[config.mk]
export PLATFORM = sky130hd
export DESIGN_NAME = unsorted_array_set_unit
export DESIGN_NICKNAME = d
export VERILOG_FILES = /design/src/rtl/uas_pkg.sv /design/src/rtl/unsorted_array_set_unit.sv
export SDC_FILE = /design/constraint.sdc
export NUM_CORES = 2
export LEC_CHECK = 0
export BUFFER_PORTS_ARGS = -buffer_cell sky130_fd_sc_hd__buf_2
export CAP_MARGIN = 25
export CORE_MARGIN = 3
export CORE_UTILIZATION = 25
export DETAILED_ROUTE_END_ITERATION = 12
export PLACE_DENSITY = 0.45
export SYNTH_ARGS = -nofsm -noshare
export SYNTH_HDL_FRONTEND = slang
export SYNTH_SLANG_ARGS = --single-unit
[constraint.sdc]
create_clock -name clk -period 8.9 [get_ports clk]
set_input_delay 2.225 -clock clk [delete_from_list [all_inputs] [get_ports clk]]
set_output_delay 2.225 -clock clk [all_outputs]
set_load 0.05 [all_outputs]
[src/rtl/uas_pkg.sv]
// Shared constants and types for the unsorted array set unit.
package uas_pkg;

  localparam int CAPACITY = 64;
  localparam int IDX_W    = (CAPACITY > 1) ? $clog2(CAPACITY) : 1;
  localparam int CNT_W    = $clog2(CAPACITY + 1);
  localparam int ELEM_W   = 32;
  localparam int OUT_CNT_W = 7;

  localparam logic [1:0] OP_INSERT = 2'd0;
  localparam logic [1:0] OP_DELETE = 2'd1;
  localparam logic [1:0] OP_QUERY  = 2'd2;

  typedef enum logic [5:0] {
    S_IDLE    = 6'b000001,
    S_SCAN    = 6'b000010,
    S_DECIDE  = 6'b000100,
    S_MOVE_RD = 6'b001000,
    S_MOVE_WR = 6'b010000,
    S_RESP    = 6'b100000
  } state_t;

endpackage

[src/rtl/unsorted_array_set_unit.sv]
// Set of signed 32-bit values in an unsorted slot memory, searched linearly.
//
//  channel | direction | handshake            | payload
//  --------+-----------+----------------------+-------------------------------------
//  in_     | input     | in_valid / in_ready  | in_opcode[1:0], in_element[31:0]
//  out_    | output    | out_valid / out_ready| out_was_present, out_full_reject,
//          |           |                      | out_count[6:0]
//
// Steps: a transaction scans the used entries (used = values held), stopping early
//   on a hit, then decides and responds; a delete that hits adds a read of the last
//   entry, then a write into the vacated slot. The single read port of the slot
//   memory reads one entry per cycle during the scan.
// Reset: rst_n low clears the sequencer, the used count and the output valid;
//   the slot memory is not cleared, as only slots below the count are ever read.
// Stalls: a new transaction is taken as soon as the sequencer is idle, even while
//   a result waits in the output register; the finished result then holds in the
//   response state until the output register is free.
module unsorted_array_set_unit
  import uas_pkg::*;
(
  input  logic                     clk,
  input  logic                     rst_n,
  input  logic                     in_valid,
  output logic                     in_ready,
  input  logic [1:0]               in_opcode,
  input  logic signed [ELEM_W-1:0] in_element,
  output logic                     out_valid,
  input  logic                     out_ready,
  output logic                     out_was_present,
  output logic                     out_full_reject,
  output logic [OUT_CNT_W-1:0]     out_count
);

  // Slot memory: one write port, one registered read port.
  logic [ELEM_W-1:0] mem [CAPACITY];
  logic [ELEM_W-1:0] mem_q_r;
  logic              mem_we;
  logic [IDX_W-1:0]  mem_waddr;
  logic [ELEM_W-1:0] mem_wdata;
  logic              mem_re;
  logic [IDX_W-1:0]  mem_raddr;

  state_t            state_r, state_nxt;
  logic [CNT_W-1:0]  used_r, used_nxt;
  logic [CNT_W-1:0]  issue_idx_r, issue_idx_nxt;   // next slot to read during the scan
  logic [IDX_W-1:0]  pend_idx_r, pend_idx_nxt;     // slot whose data sits in mem_q_r
  logic              pend_r, pend_nxt;             // mem_q_r holds a scan read
  logic              found_r, found_nxt;
  logic [IDX_W-1:0]  pos_r, pos_nxt;
  logic              reject_r, reject_nxt;
  logic [1:0]        op_r, op_nxt;
  logic [ELEM_W-1:0] elem_r, elem_nxt;

  logic                 out_valid_r, out_valid_nxt;
  logic                 out_was_present_r, out_was_present_nxt;
  logic                 out_full_reject_r, out_full_reject_nxt;
  logic [OUT_CNT_W-1:0] out_count_r, out_count_nxt;

  logic in_acc;
  logic out_free;
  logic hit;

  assign in_ready = (state_r == S_IDLE);
  assign in_acc   = in_valid && in_ready;
  assign out_free = !out_valid_r || out_ready;
  // Compare the entry read in the previous cycle against the search value.
  assign hit      = pend_r && (mem_q_r == elem_r);

  always_ff @(posedge clk) begin
    if (mem_we) begin
      mem[mem_waddr] <= mem_wdata;
    end
    if (mem_re) begin
      mem_q_r <= mem[mem_raddr];
    end
  end

  // Sequencer. Accesses to the memory never overlap between transactions:
  // every write completes before the sequencer returns to idle, so no
  // forwarding is needed.
  always_comb begin
    state_nxt           = state_r;
    used_nxt            = used_r;
    issue_idx_nxt       = issue_idx_r;
    pend_idx_nxt        = pend_idx_r;
    pend_nxt            = 1'b0;
    found_nxt           = found_r;
    pos_nxt             = pos_r;
    reject_nxt          = reject_r;
    op_nxt              = op_r;
    elem_nxt            = elem_r;
    out_valid_nxt       = out_valid_r && !out_ready;
    out_was_present_nxt = out_was_present_r;
    out_full_reject_nxt = out_full_reject_r;
    out_count_nxt       = out_count_r;
    mem_we              = 1'b0;
    mem_waddr           = issue_idx_r[IDX_W-1:0];
    mem_wdata           = elem_r;
    mem_re              = 1'b0;
    mem_raddr           = issue_idx_r[IDX_W-1:0];

    case (state_r)
      S_IDLE: begin
        if (in_acc) begin
          op_nxt        = in_opcode;
          elem_nxt      = in_element;
          issue_idx_nxt = '0;
          found_nxt     = 1'b0;
          reject_nxt    = 1'b0;
          state_nxt     = S_SCAN;
        end
      end
      S_SCAN: begin
        if (hit) begin
          found_nxt = 1'b1;
          pos_nxt   = pend_idx_r;
          state_nxt = S_DECIDE;
        end else if (issue_idx_r == used_r) begin
          state_nxt = S_DECIDE;
        end else begin
          // Issue the read of the next used slot.
          mem_re        = 1'b1;
          mem_raddr     = issue_idx_r[IDX_W-1:0];
          pend_nxt      = 1'b1;
          pend_idx_nxt  = issue_idx_r[IDX_W-1:0];
          issue_idx_nxt = issue_idx_r + CNT_W'(1);
        end
      end
      S_DECIDE: begin
        state_nxt = S_RESP;
        if (op_r == OP_INSERT && !found_r) begin
          if (used_r == CNT_W'(CAPACITY)) begin
            reject_nxt = 1'b1;
          end else begin
            // Append at the slot given by the count.
            mem_we    = 1'b1;
            mem_waddr = used_r[IDX_W-1:0];
            mem_wdata = elem_r;
            used_nxt  = used_r + CNT_W'(1);
          end
        end else if (op_r == OP_DELETE && found_r) begin
          state_nxt = S_MOVE_RD;
        end
      end
      S_MOVE_RD: begin
        // Fetch the last used entry to fill the vacated slot.
        mem_re    = 1'b1;
        mem_raddr = IDX_W'(used_r - CNT_W'(1));
        state_nxt = S_MOVE_WR;
      end
      S_MOVE_WR: begin
        mem_we    = 1'b1;
        mem_waddr = pos_r;
        mem_wdata = mem_q_r;
        used_nxt  = used_r - CNT_W'(1);
        state_nxt = S_RESP;
      end
      S_RESP: begin
        // Hold the result until the output register is free.
        if (out_free) begin
          out_valid_nxt       = 1'b1;
          out_was_present_nxt = found_r;
          out_full_reject_nxt = reject_r;
          out_count_nxt       = OUT_CNT_W'(used_r);
          state_nxt           = S_IDLE;
        end
      end
      default: begin
        state_nxt = S_IDLE;
      end
    endcase
  end

  always_ff @(posedge clk) begin
    if (!rst_n) begin
      state_r     <= S_IDLE;
      used_r      <= '0;
      pend_r      <= 1'b0;
      out_valid_r <= 1'b0;
    end else begin
      state_r     <= state_nxt;
      used_r      <= used_nxt;
      pend_r      <= pend_nxt;
      out_valid_r <= out_valid_nxt;
    end
  end

  always_ff @(posedge clk) begin
    issue_idx_r       <= issue_idx_nxt;
    pend_idx_r        <= pend_idx_nxt;
    found_r           <= found_nxt;
    pos_r             <= pos_nxt;
    reject_r          <= reject_nxt;
    op_r              <= op_nxt;
    elem_r            <= elem_nxt;
    out_was_present_r <= out_was_present_nxt;
    out_full_reject_r <= out_full_reject_nxt;
    out_count_r       <= out_count_nxt;
  end

  assign out_valid       = out_valid_r;
  assign out_was_present = out_was_present_r;
  assign out_full_reject = out_full_reject_r;
  assign out_count       = out_count_r;

`ifndef SYNTH
  a_used_bound: assert property (@(posedge clk) disable iff (!rst_n)
    used_r <= CNT_W'(CAPACITY))
    else $error("used count above capacity");

  a_reject_excl: assert property (@(posedge clk) disable iff (!rst_n)
    out_valid_r |-> !(out_full_reject_r && out_was_present_r))
    else $error("full reject reported for a present value");

  a_used_stable: assert property (@(posedge clk) disable iff (!rst_n)
    (state_r != S_DECIDE && state_r != S_MOVE_WR) |=> $stable(used_r))
    else $error("used count changed outside an update state");

  a_accept_scan: assert property (@(posedge clk) disable iff (!rst_n)
    (in_valid && in_ready) |=> (state_r == S_SCAN && issue_idx_r == '0))
    else $error("accepted transaction did not start a scan");
`endif

endmodule

==> flow_metrics.py <==
metrics = {
    "power_and_ir_drop": {
        "clockPowerShare": 0.395,
        "pwr-share-comb": 0.101,
        "pwr_density_cell_mw_per_mm2": 227,
        "peak_vdd_ir_uv": 169,
        "p_sw_mw": 5.80,
        "power_report.internal_total_mw": 16.8,
        "static-leakage-power_nw": 32.3,
        "pwr-share-seq": 0.504,
        "totalPowerFinal_mw": 22.6,
        "power.switching_fraction": 0.257,
    },
    "timing": {
        "timing_hold_violations_final": 0,
        "max_slew.worst_pin.slew_ns": 1.20,
        "post-route-period-util": 0.633,
        "maxClockFrequency_mhz": 177,
        "fin_hold_ws_ns": 0.420,
        "worst_slew_margin_rel": 0.202,
        "fin_skew_ns": 0.0565,
        "total_negative_slack_ns": 0,
        "maxSlewViolCount": 0,
        "grt_setup_unrepaired": "no",
        "timing.final.crit_period_ns": 5.63,
        "timing.final.setup_violations": 0,
    },
    "yosys": {
        "synth_enable_flop_cells": 2144,
        "yosys-mux-area-fraction": 0.0264,
        "synth.yosys.seq_area_share": 0.753,
        "synthCells": 5970,
        "syn_area_per_cell_sq_um": 14.4,
        "compound_cell_area_share_of_the_yosys_netlist": 0.0901,
        "post-synth-top-area-cell": "sky130_fd_sc_hd__edfxtp_1",
        "yosys.area_share.xor_xnor": 0.00540,
        "synth-adder-area-share": 0.000583,
        "post-synth-top-area-fraction": 0.749,
        "mappedNetlistArea_sq_mm": 0.0859,
        "synthesis.yosys.warnings": 0,
        "synth_cell_types": 75,
        "postSynthRegisterBits": 2159,
        "largest_cells_by_area_after_synthesis": "sky130_fd_sc_hd__edfxtp_1, sky130_fd_sc_hd__nand2_1, sky130_fd_sc_hd__mux2i_1, sky130_fd_sc_hd__a211oi_1, sky130_fd_sc_hd__a21oi_1",
        "synth_simple_gate_area_frac": 0.102,
        "synth_top_family_by_area": "simple AND/OR/NAND/NOR gates",
        "mappedNetlistNets": 6012,
        "ys_dominant_reg_cell": "sky130_fd_sc_hd__edfxtp_1",
        "async_flop_share": 0,
    },
    "floorplan": {
        "die_y_microns": 592,
        "start_util": 0.252,
        "die_area_sq_mm": 0.351,
        "num_rows": 214,
        "floorplan.core_area_sq_mm": 0.341,
        "boundaryPins": 49,
        "die_width_microns": 592,
    },
    "detailed_routing": {
        "detail_route.wl_per_cell_microns": 27.6,
        "finalWirelength_microns": 297000,
        "firstDrtPassIters": 6,
        "first_iter_violations": 6059,
        "final_antenna_net_count": 0,
        "remaining_drc_errors": 0,
        "via_per_inst": 5.00,
        "num_vias": 53858,
    },
    "clock_tree": {
        "cts_tree": "done",
        "postCtsHoldBufs": 0,
        "htree_levels": 4,
        "worst_setup_hold_path_clk_slew_ns": 0.06,
        "clkLatencyLatePin_ns": 0.89,
        "cts_buffers": 229,
        "cts_resized": 0,
        "cts.path.max_buffers": 3,
        "cts.root.buffer_cell": "sky130_fd_sc_hd__clkbuf_16",
        "numClockSinks": 2159,
        "post_cts.repair.setup_buffers": 0,
    },
    "worst_setup_path": {
        "crit_path_frequent_cell": "sky130_fd_sc_hd__buf_4",
        "count_of_buffering_cells_on_the_critical_path_with_inverters_included": 2,
        "crit_path_launch_type": "flip-flop",
        "crit_path_max_fanout": 34,
        "timing.critical_path.cells": "or4_1, nor3b_2, buf_4, nor3_1, a221oi_1, nand3_1, nor2_4, buf_4",
        "cp.required_ns": 9.42,
        "critPathCaptureType": "flip-flop",
        "worstPathArrival_ns": 6.16,
        "critPathSlowestCell": "sky130_fd_sc_hd__nand3_1",
        "worst-setup-path-type": "flip-flop to flip-flop",
        "worst-r2r-setup-slack_ns": 3.27,
        "path_delay_family": "simple AND/OR/NAND/NOR gates",
        "max_stage_delay_ns": 1.03,
    },
    "layout": {
        "final_common_cell": "sky130_fd_sc_hd__edfxtp_1",
        "nNetsFinal": 6062,
        "finish.utilization": 0.292,
        "layout_cell_share_with_drive_strength_beyond_1": 0.112,
        "fin_cells": 10781,
        "most-common-layout-cells": "sky130_fd_sc_hd__edfxtp_1, sky130_fd_sc_hd__nand2_1, sky130_fd_sc_hd__a21oi_1",
        "syn2layout_area_growth_pct": 15.8,
    },
    "placement": {
        "finalWeightedCongestion": 0.804,
        "io_buffer_count": 48,
        "dpl.hpwl_microns": 160000,
        "placedCellCount": 10325,
    },
    "global_route": {
        "grt_start_max_net_pins": 142,
        "antenna_violations_before_repair": 19,
        "grt_pass1_wl_microns": 414000,
        "grt_pass1_vias": 51663,
        "grt_remaining_overflow": 0,
        "groute.usage.overall": 0.165,
    },
    "job": {
        "timing.max_cap.violations": 0,
    },
    "run_status": {
        "outcome": "finished, final reports clean",
    },
    "min_path": {
        "worstHoldPathType": "flip-flop to flip-flop",
    },
}
[cell families after synthesis]
kind of cell	Yosys count
flops	2159
simple gates	1951
compound gates	1137
buf+inv	439
mux	227
xor+xnor	53
fa+ha+maj	4
[per-layer routing]
metal	vias up	wire, microns	track usage
met2	2089	138000	0.264
met5	-	0	0
met1	28218	133000	0.234
met3	379	19700	0.0228
li1	23172	-	-
met4	0	6780	0.0441
[worst reg2reg max path: stages, from the launching register on]
cell and delay [ns]:
sky130_fd_sc_hd__dfxtp_1 0.41, sky130_fd_sc_hd__or4_1 0.60, sky130_fd_sc_hd__nor3b_2 0.26, sky130_fd_sc_hd__buf_4 0.42, sky130_fd_sc_hd__nor3_1 0.14, sky130_fd_sc_hd__a221oi_1 0.92, sky130_fd_sc_hd__nand3_1 1.03, sky130_fd_sc_hd__nor2_4 1.04
sky130_fd_sc_hd__buf_4 0.44
[cells in the mapped netlist, drive strengths merged (29+ instances only)]
cell / n
clkbuf: 234
or4: 32
nor4: 110
a211oi: 285
a21oi: 322
nor2: 92
xor2: 32
o311ai: 29
a2111oi: 35
o22ai: 86
mux2i: 227
o21ai: 47
a311oi: 105
nand2: 1262
buf: 194
a31oi: 126
and3: 242
nor3: 99
nand3: 68
edfxtp: 2144
[cell type report]
type                    instances  area [sq um]
inverters                      11          41.3
diodes                         27          67.6
clock inverters               128           868
clock buffers                 301          6020
repair buffers                247          2060
flip-flops and latches       2159         64700
well taps                    4536          5680
fillers                     34055        241000
multi-input cells            3372         20100
[flip-flops by register name, indices dropped and copies added, names as in the netlist, 2 cells and up]
name         cells
elem_r          32
pos_r            6
issue_idx_r      7
pend_idx_r       6
op_r             2
used_r           7
state_r          6
out_count        7
mem_q_r         32
mem           2048
[power by group through the flow]
stage	clock [mW]	combinational, mW	sequential (mW)
after floorplan	0	1.29	11.6
after global placement	0	2.25	11.6
after detailed placement	0	2.29	11.6
after CTS	9.10	2.29	11.4
after global routing	9.50	2.44	11.4
final	8.92	2.29	11.4
[metrics by stage]
stage | cell area, sq um | setup WS (ns)
2_1_floorplan | 85900 | 4.63
4_1_cts | 99400 | 3.30
3_5_place_dp | 92500 | 3.33
5_1_grt | 99500 | 3.05
6_report | 99500 | 3.27
3_3_place_gp | 92300 | 2.93
[path summary, 6_finish.rpt]
kind | start | endpoint | cells past startpoint
setup reg to reg | state_r[1] | mem[24][25] | 8
hold / removal | pend_idx_r[3] | pos_r[3] | 0
setup / recovery | state_r[1] | mem[24][25] | 8
hold reg to reg | pend_idx_r[3] | pos_r[3] | 0
(Power assumes the default switching activity.)
